File: config.mk
export PLATFORM = sky130hd
export DESIGN_NAME = touch_frame_to_pointer_motion
export DESIGN_NICKNAME = d
export VERILOG_FILES = /design/src/tfpm_pkg.sv /design/src/touch_frame_to_pointer_motion.sv /design/src/tfpm_buttons.sv /design/src/tfpm_gesture.sv
export SDC_FILE = /design/constraint.sdc
export NUM_CORES = 1
export LEC_CHECK = 0
export BUFFER_PORTS_ARGS = -buffer_cell sky130_fd_sc_hd__buf_2
export CELL_PAD_IN_SITES_DETAIL_PLACEMENT = 1
export CELL_PAD_IN_SITES_GLOBAL_PLACEMENT = 1
export CORE_MARGIN = 2
export CORE_UTILIZATION = 47
export DETAILED_ROUTE_END_ITERATION = 7
export GPL_TIMING_DRIVEN = 0
export PLACE_DENSITY = 0.92
export SYNTH_ARGS = -nofsm -noshare
export SYNTH_HDL_FRONTEND = slang
export SYNTH_SLANG_ARGS = --single-unit
File: constraint.sdc
create_clock -name clk -period 10.1 [get_ports clk]
set_clock_uncertainty 0.1 [all_clocks]
set_input_delay 2.525 -clock clk [delete_from_list [all_inputs] [get_ports clk]]
set_output_delay 2.525 -clock clk [all_outputs]
set_load 0.02 [all_outputs]
File: src/tfpm_pkg.sv
// Shared types and constants for the touch frame to pointer motion block.
// No dependencies; imported by every module of the block.
`timescale 1ns / 1ps
`default_nettype none

package tfpm_pkg;

  localparam int NUM_SLOTS   = 8;
  localparam int SLOT_IW     = (NUM_SLOTS > 1) ? $clog2(NUM_SLOTS) : 1;
  localparam int PIXEL_SHIFT = 6;   // residual units per pixel: 64
  localparam int STEP_SHIFT  = 10;  // residual units per wheel step: 1024

  localparam logic [2:0] CNT_ONE = 3'd1;
  localparam logic [2:0] CNT_TWO = 3'd2;

  typedef struct packed {
    logic [3:0]  frame_slot;
    logic [7:0]  frame_report_id;
    logic [2:0]  frame_button_mask;
    logic [2:0]  frame_button_levels;
    logic        touch_present;
    logic [2:0]  finger_count;
    logic [15:0] first_x;
    logic [15:0] first_y;
    logic [31:0] first_finger_id;
    logic [15:0] second_x;
    logic [15:0] second_y;
    logic [31:0] second_id;
  } frame_t;

  typedef struct packed {
    logic signed [11:0] move_x;
    logic signed [11:0] move_y;
    logic signed [7:0]  wheel_steps;
  } motion_t;

endpackage

`default_nettype wire

File: src/touch_frame_to_pointer_motion.sv
// Top level: input register, button and gesture units, result register.
// Depends on tfpm_pkg, tfpm_buttons and tfpm_gesture.
`timescale 1ns / 1ps
`default_nettype none

// Channel   Direction  Handshake               Payload
// in_*      input      in_valid / in_ready     one decoded touchpad frame
// out_*     output     out_valid / out_ready   move_x, move_y, wheel_steps, button_state
//
// One transaction in gives exactly one transaction out. A frame is captured in
// the input register, evaluated combinationally against the gesture and button
// state, and written to the result register. One frame per cycle is sustained
// while the output does not stall. The state update happens on the same edge as
// the result write, so the next frame always sees it. Reset clears all state and
// both valid flags. A stalled output holds its result; the input register still
// takes a frame and drains it as soon as the result is taken.

module touch_frame_to_pointer_motion import tfpm_pkg::*; (
  input  wire logic               clk,
  input  wire logic               rst_n,
  input  wire logic               in_valid,
  output logic                    in_ready,
  input  wire logic [3:0]         in_frame_slot,
  input  wire logic [7:0]         in_frame_report_id,
  input  wire logic [2:0]         in_frame_button_mask,
  input  wire logic [2:0]         in_frame_button_levels,
  input  wire logic               in_touch_present,
  input  wire logic [2:0]         in_finger_count,
  input  wire logic [15:0]        in_first_x,
  input  wire logic [15:0]        in_first_y,
  input  wire logic [31:0]        in_first_finger_id,
  input  wire logic [15:0]        in_second_x,
  input  wire logic [15:0]        in_second_y,
  input  wire logic [31:0]        in_second_id,
  output logic                    out_valid,
  input  wire logic               out_ready,
  output logic signed [11:0]      out_move_x,
  output logic signed [11:0]      out_move_y,
  output logic signed [7:0]       out_wheel_steps,
  output logic [2:0]              out_button_state
);

  frame_t     frame_r;
  logic       frame_valid_r;
  logic       out_valid_r;
  motion_t    motion_r;
  logic [2:0] button_r;

  logic       advance;
  logic       slot_ok;
  logic       upd;
  motion_t    motion;
  logic [2:0] button;

  // Advance the held frame whenever the result register is free or draining.
  assign advance  = frame_valid_r && (!out_valid_r || out_ready);
  assign in_ready = !frame_valid_r || advance;
  assign slot_ok  = ({1'b0, frame_r.frame_slot} < 5'(NUM_SLOTS));
  assign upd      = advance && slot_ok;

  always_ff @(posedge clk) begin
    if (!rst_n) begin
      frame_valid_r <= 1'b0;
    end else if (in_ready) begin
      frame_valid_r <= in_valid;
    end
  end

  // Payload capture; no reset needed.
  always_ff @(posedge clk) begin
    if (in_valid && in_ready) begin
      frame_r.frame_slot          <= in_frame_slot;
      frame_r.frame_report_id     <= in_frame_report_id;
      frame_r.frame_button_mask   <= in_frame_button_mask;
      frame_r.frame_button_levels <= in_frame_button_levels;
      frame_r.touch_present       <= in_touch_present;
      frame_r.finger_count        <= in_finger_count;
      frame_r.first_x             <= in_first_x;
      frame_r.first_y             <= in_first_y;
      frame_r.first_finger_id     <= in_first_finger_id;
      frame_r.second_x            <= in_second_x;
      frame_r.second_y            <= in_second_y;
      frame_r.second_id           <= in_second_id;
    end
  end

  tfpm_buttons u_buttons (
    .clk            (clk),
    .rst_n          (rst_n),
    .upd_i          (upd),
    .slot_i         (frame_r.frame_slot),
    .mask_i         (frame_r.frame_button_mask),
    .levels_i       (frame_r.frame_button_levels),
    .button_state_o (button)
  );

  tfpm_gesture u_gesture (
    .clk      (clk),
    .rst_n    (rst_n),
    .upd_i    (upd),
    .frame_i  (frame_r),
    .motion_o (motion)
  );

  always_ff @(posedge clk) begin
    if (!rst_n) begin
      out_valid_r <= 1'b0;
    end else if (advance) begin
      out_valid_r <= 1'b1;
    end else if (out_ready) begin
      out_valid_r <= 1'b0;
    end
  end

  // Drop everything to zero for a slot outside the table.
  always_ff @(posedge clk) begin
    if (advance) begin
      motion_r <= slot_ok ? motion : '0;
      button_r <= slot_ok ? button : 3'b000;
    end
  end

  assign out_valid        = out_valid_r;
  assign out_move_x       = motion_r.move_x;
  assign out_move_y       = motion_r.move_y;
  assign out_wheel_steps  = motion_r.wheel_steps;
  assign out_button_state = button_r;

endmodule

`default_nettype wire

File: src/tfpm_buttons.sv
// Per-slot button level store and OR reduction over all slots.
// Depends on tfpm_pkg.
`timescale 1ns / 1ps
`default_nettype none

module tfpm_buttons import tfpm_pkg::*; (
  input  wire logic             clk,
  input  wire logic             rst_n,
  input  wire logic             upd_i,
  input  wire logic [3:0]       slot_i,
  input  wire logic [2:0]       mask_i,
  input  wire logic [2:0]       levels_i,
  output logic      [2:0]       button_state_o
);

  logic [2:0] levels_r   [NUM_SLOTS];
  logic [2:0] levels_nxt [NUM_SLOTS];

  always_comb begin
    button_state_o = 3'b000;
    for (int i = 0; i < NUM_SLOTS; i++) begin
      levels_nxt[i] = levels_r[i];
      if (upd_i && (mask_i != 3'b000) && (slot_i[SLOT_IW-1:0] == SLOT_IW'(i))) begin
        levels_nxt[i] = levels_i;
      end
      button_state_o = button_state_o | levels_nxt[i];
    end
  end

  always_ff @(posedge clk) begin
    for (int i = 0; i < NUM_SLOTS; i++) begin
      if (!rst_n) begin
        levels_r[i] <= 3'b000;
      end else begin
        levels_r[i] <= levels_nxt[i];
      end
    end
  end

endmodule

`default_nettype wire

File: src/tfpm_gesture.sv
// Anchor formation, gesture continuation check and motion residuals.
// Depends on tfpm_pkg.
`timescale 1ns / 1ps
`default_nettype none

module tfpm_gesture import tfpm_pkg::*; (
  input  wire logic    clk,
  input  wire logic    rst_n,
  input  wire logic    upd_i,
  input  wire frame_t  frame_i,
  output motion_t      motion_o
);

  logic [1:0]         count_r;
  logic [31:0]        low_id_r;
  logic [31:0]        high_id_r;
  logic [15:0]        anchor_x_r;
  logic [15:0]        anchor_y_r;
  logic [7:0]         last_rid_r;
  logic signed [6:0]  rest_x_r,  rest_x_nxt;
  logic signed [6:0]  rest_y_r,  rest_y_nxt;
  logic signed [10:0] rest_w_r,  rest_w_nxt;

  logic [1:0]         n;
  logic [15:0]        ax, ay;
  logic [31:0]        lo, hi;
  logic [16:0]        sum_x, sum_y;
  logic               cont;
  logic signed [17:0] ddx, ddy, sx, sy, sw, bx, by, bw;
  logic signed [17:0] rx, ry, rw;
  logic signed [11:0] qx, qy;
  logic signed [7:0]  qw;

  always_comb begin
    sum_x = {1'b0, frame_i.first_x} + {1'b0, frame_i.second_x};
    sum_y = {1'b0, frame_i.first_y} + {1'b0, frame_i.second_y};
    n  = 2'd0;
    ax = 16'd0;
    ay = 16'd0;
    lo = 32'd0;
    hi = 32'd0;
    if (frame_i.finger_count == CNT_ONE) begin
      n  = 2'd1;
      ax = frame_i.first_x;
      ay = frame_i.first_y;
      lo = frame_i.first_finger_id;
    end else if (frame_i.finger_count == CNT_TWO) begin
      n  = 2'd2;
      ax = sum_x[16:1];
      ay = sum_y[16:1];
      if (frame_i.first_finger_id < frame_i.second_id) begin
        lo = frame_i.first_finger_id;
        hi = frame_i.second_id;
      end else begin
        lo = frame_i.second_id;
        hi = frame_i.first_finger_id;
      end
    end

    cont = (n != 2'd0) && (n == count_r) && (frame_i.frame_report_id == last_rid_r) &&
           (lo == low_id_r) && (hi == high_id_r);

    ddx = $signed({2'b00, ax}) - $signed({2'b00, anchor_x_r});
    ddy = $signed({2'b00, ay}) - $signed({2'b00, anchor_y_r});
    sx  = ddx + 18'(rest_x_r);
    sy  = ddy + 18'(rest_y_r);
    sw  = ddy + 18'(rest_w_r);

    // Bias negative sums so the arithmetic shift truncates toward zero.
    bx = sx + (sx[17] ? 18'((1 << PIXEL_SHIFT) - 1) : 18'sd0);
    by = sy + (sy[17] ? 18'((1 << PIXEL_SHIFT) - 1) : 18'sd0);
    bw = sw + (sw[17] ? 18'((1 << STEP_SHIFT) - 1) : 18'sd0);
    qx = bx[17:PIXEL_SHIFT];
    qy = by[17:PIXEL_SHIFT];
    qw = bw[17:STEP_SHIFT];
    rx = sx - {qx, {PIXEL_SHIFT{1'b0}}};
    ry = sy - {qy, {PIXEL_SHIFT{1'b0}}};
    rw = sw - {qw, {STEP_SHIFT{1'b0}}};

    motion_o   = '0;
    rest_x_nxt = rest_x_r;
    rest_y_nxt = rest_y_r;
    rest_w_nxt = rest_w_r;
    if (frame_i.touch_present) begin
      if (cont && (n == 2'd1)) begin
        motion_o.move_x = qx;
        motion_o.move_y = qy;
        rest_x_nxt      = rx[6:0];
        rest_y_nxt      = ry[6:0];
      end else if (cont) begin
        motion_o.wheel_steps = qw;
        rest_w_nxt           = rw[10:0];
      end else begin
        rest_x_nxt = '0;
        rest_y_nxt = '0;
        rest_w_nxt = '0;
      end
    end
  end

  always_ff @(posedge clk) begin
    if (!rst_n) begin
      count_r    <= 2'd0;
      low_id_r   <= 32'd0;
      high_id_r  <= 32'd0;
      anchor_x_r <= 16'd0;
      anchor_y_r <= 16'd0;
      last_rid_r <= 8'd0;
      rest_x_r   <= '0;
      rest_y_r   <= '0;
      rest_w_r   <= '0;
    end else if (upd_i && frame_i.touch_present) begin
      count_r    <= n;
      low_id_r   <= lo;
      high_id_r  <= hi;
      anchor_x_r <= ax;
      anchor_y_r <= ay;
      last_rid_r <= frame_i.frame_report_id;
      rest_x_r   <= rest_x_nxt;
      rest_y_r   <= rest_y_nxt;
      rest_w_r   <= rest_w_nxt;
    end
  end

endmodule

`default_nettype wire
==> impl_summary.txt <==
----------------------------------------------------
[Die]
  Row cnt ... 76
  Die boundary width ... 214 um
  Chip Height ... 214 um
  Floorplan die area ... 0.0458 mm^2
  Area inside the core boundary ... around 0.043 mm^2
  Number of top-level pins ... 191
  Initial cell density of the core ... 47.8%

[STA]
  Final slew viol count ... 0
  Unrepaired setup endpoints after global routing ... yes
  Worst max-slew margin expressed relative to the limit ... 19.4%
  Minimum period implied by the final worst setup slack ... 9.51 ns
  Final setup slack of the worst path ... 0.591 ns
  Highest clock rate ... 105 MHz
  Final worst path period share ... 94.1%
  Least-Margin Pin Slew ... around 1.2 ns
  Endpoints failing hold ... 0
  Setup total negative slack ... 0 ns
  Total setup violations reported at the end of the flow ... 0

[Hold path]
  Hold depth ... 2
  Launch point of the worst hold path ... u_gesture.anchor_y_r[7]
  Hold Crit Class ... register to register

[Global route]
  Total congestion overflow ... 0
  Antenna violations before repair ... 7
  GRT Resource Usage Total ... ~34%
  First-pass GRT wire length ... approximately 120000 um
  Vias in the first global route ... 20.9k
  Largest net degree at the start of global routing ... 76

[Worst setup path]
  Critical Path RT ... 10.33 ns
  Worst-path maximum fanout ... 10
  Register-to-register setup slack ... ~0.6 ns
  Kind of capture point of the worst setup path ... register
  Crit Reg-Reg Endpoint ... out_wheel_steps[7]
  Critical path data arrival time ... 9.73 ns
  Cell repeated most along the worst path ... o21ai_0
  Critical path class ... register to register
  Highest cell delay on the worst timing path ... around 0.57 ns
  Beginning of the worst register-to-register path ... frame_r[130]
  Buffers & Inverters on Critical Path ... 5
  Crit path launch type ... register
  Crit-path leading delay family ... compound AO/OA/AOI/OAI gates
  Slowest-stage cell, CP ... o32ai_4
  Critical Path Start ... frame_r[130]
  Worst reg-to-reg path cell count ... 35
  Levels on crit path ... 35
  Destination of the critical timing path ... out_wheel_steps[7]

[Synth]
  Post-synthesis sequential area ratio ... a little over two fifths
  Most repeated cell in the gate-level netlist after synthesis ... nand2_1
  Number of register bits inferred by synthesis ... about 340
  Yosys synthesis warning count ... 0
  Post-Syn Instances ... about 2.2k
  Number of enable flip-flop cells after synthesis ... between 150 and 200
  Synthesized area per cell ... 9.27 um^2
  Distinct cells, synth ... 84
  Commonest cells in the netlist ... 199 x nand2_1, 198 x nor2_1, 185 x edfxtp_1
  Asr flop ratio synth ... 0%
  Synthesized area ... 0.0207 mm^2
  Synthesized Nets ... 2557
  Primary flip-flop cell chosen by synthesis mapping ... edfxtp_1
  Share of Yosys cell area claimed by the top area cell type ... a little over a quarter
  Most area-hungry cell type in the Yosys netlist ... edfxtp_1
  Leading post-synthesis cells by cell area ... edfxtp_1 27%, dfxtp_1 15%, ha_1 9.5%

[Route]
  Vias ... 19.4k
  Final Routed Wirelength ... between 70000 and 80000 um
  Via density per instance ... between 6 and 7
  Iter 0 DRT Violations ... between 1.5k and 2k
  DRC violations left ... 0
  Wire length per cell ... approximately 26 um
  Detailed Routing Iterations Pass 1 ... 6
  Antenna viol nets, final ... 0

[Clocking]
  Clock root buffer ... clkbuf_16
  Insertion delay of the later-clocked pin in the worst-skew pair ... 0.58 ns
  Clk sink count ... between 300 and 400
  TritonCTS clock tree ... yes
  Hold-fix buffers, CTS ... 0
  Setup Buffers After CTS ... 0
  Total number of H-tree levels ... 2
  Clock buffer count from CTS ... 41
  Register clock-pin slew on the reported worst setup and hold paths ... 0.06 ns
  Deepest clock path buffer count ... 3

[Place]
  Pre-CTS setup slack ... -1.26 ns
  Placed Area ... 0.0225 mm^2
  Placer Congestion ... approximately 1.0
  DPL Wire Length ... 59700 um
  Number of port buffers ... 190

[Power]
  Power Total ... 4.13 mW
  Pwr/cell area ... 172 mW/mm^2
  Leakage power ... 9.61 nW
  Highest ir drop seen on vdd ... between 0.1 and 0.15 mV

[Layout]
  Share of cells above drive strength 1 ... 13.5%
  Post-layout instance area ... 0.0240 mm^2
  Nets@finish ... 2793
  Number of filler instances in the final layout ... 5019
  Signed area change from the synthesized netlist to the final layout ... 15.6%

[Run status]
  Run status ... finished, final reports clean

[Flow run]
  Count of maximum capacitance violations ... 0

----------------------------------------------------
## flip-flops by register name (all words and copies together) (netlist names)
signal	cells
frame_r	150
frame_valid_r	1
out_button_state	3
out_move_x	12
out_move_y	12
out_valid	1
out_wheel_steps	8
u_buttons.levels_r	24
u_gesture.anchor_x_r	16
u_gesture.anchor_y_r	16
u_gesture.count_r	2
u_gesture.high_id_r	32
u_gesture.last_rid_r	8
u_gesture.low_id_r	32
u_gesture.rest_w_r	11
u_gesture.rest_x_r	7
u_gesture.rest_y_r	7
## worst min path at each step
stage                     slack, ns                        to
after floorplan                0.33  u_buttons.levels_r[1][2]
final                          0.35   u_gesture.anchor_y_r[7]
after CTS                      0.35   u_gesture.anchor_y_r[7]
after detailed placement       0.35   u_gesture.anchor_y_r[7]
after global routing           0.37   u_gesture.anchor_y_r[7]
after global placement         0.34  u_buttons.levels_r[1][2]
## worst min-delay path, delay by kind of cell (launching register included)
kind | cells | cell delay (ns)
AOI/OAI and AO/OA | 1 | 0.05
DFF | 1 | 0.30
and+or+nand+nor | 1 | 0.05
## cell usage in the layout (no fill, tap or decap), drive strengths merged, types with 43 or more instances in the layout
| cell | count |
|---|---|
| a211oi | 54 |
| a21o | 46 |
| a21oi | 144 |
| buf | 222 |
| clkbuf | 121 |
| dfxtp | 157 |
| edfxtp | 185 |
| ha | 158 |
| inv | 170 |
| nand2 | 202 |
| nand3 | 65 |
| nor2 | 201 |
| nor3 | 54 |
| o21ai | 109 |
| xnor2 | 81 |
| xor2 | 43 |
## layout make-up
type,count,area [um^2],area share [%]
Inverter,166,623,2.60
Timing Repair Buffer,193,1030,4.31
Clock inverter,18,144,0.600
Antenna cell,8,20.0,0.0835
Multi-Input combinational cell,1638,11100,46.3
Clock buffer,58,1210,5.06
Sequential cell,342,8700,36.3
Buffer,92,413,1.72
Tap cell,585,732,3.05
## power breakdown
group          leakage (nW)  internal (mW)  switching (mW)
Clock                 0.672          0.873           0.632
Sequential             3.09           1.52          0.0529
Combinational          5.85          0.397           0.651
Total                  9.61           2.79            1.34
## stage by stage
step                std cells  utilization (%)  hold slack [ns]
finish                   3100             55.3            0.354
CTS                      3092             55.1            0.354
global placement         3013             51.7            0.341
floorplan                2238                -            0.331
global route             3099             55.3            0.369
detailed placement       3016             51.9            0.347
## cells by family after synthesis
group,after synthesis,synth area share (%)
AND/OR/NAND/NOR,702,16.1
flip-flops,342,41.9
XOR/XNOR,124,5.23
multiplexers,35,1.75
buffers and inverters,258,4.97
adder cells (fa/ha/maj),165,10.2
AO/OA/AOI/OAI,612,19.8
## what timing repair did
| item | CTS | global route |
|---|---|---|
| endpoints found under the setup margin | 17 | 27 |
| gates resized for setup | 5 | 15 |
| cloned | 0 | 0 |
## per-layer routing
layer	up-vias	track usage, %	routed length, um
li1	8682	-	-
met2	808	59.9	39400
met3	324	6.16	4920
met5	-	0	0
met4	0	23.2	5710
met1	9560	37.0	29300
(Power assumes the default switching activity.)
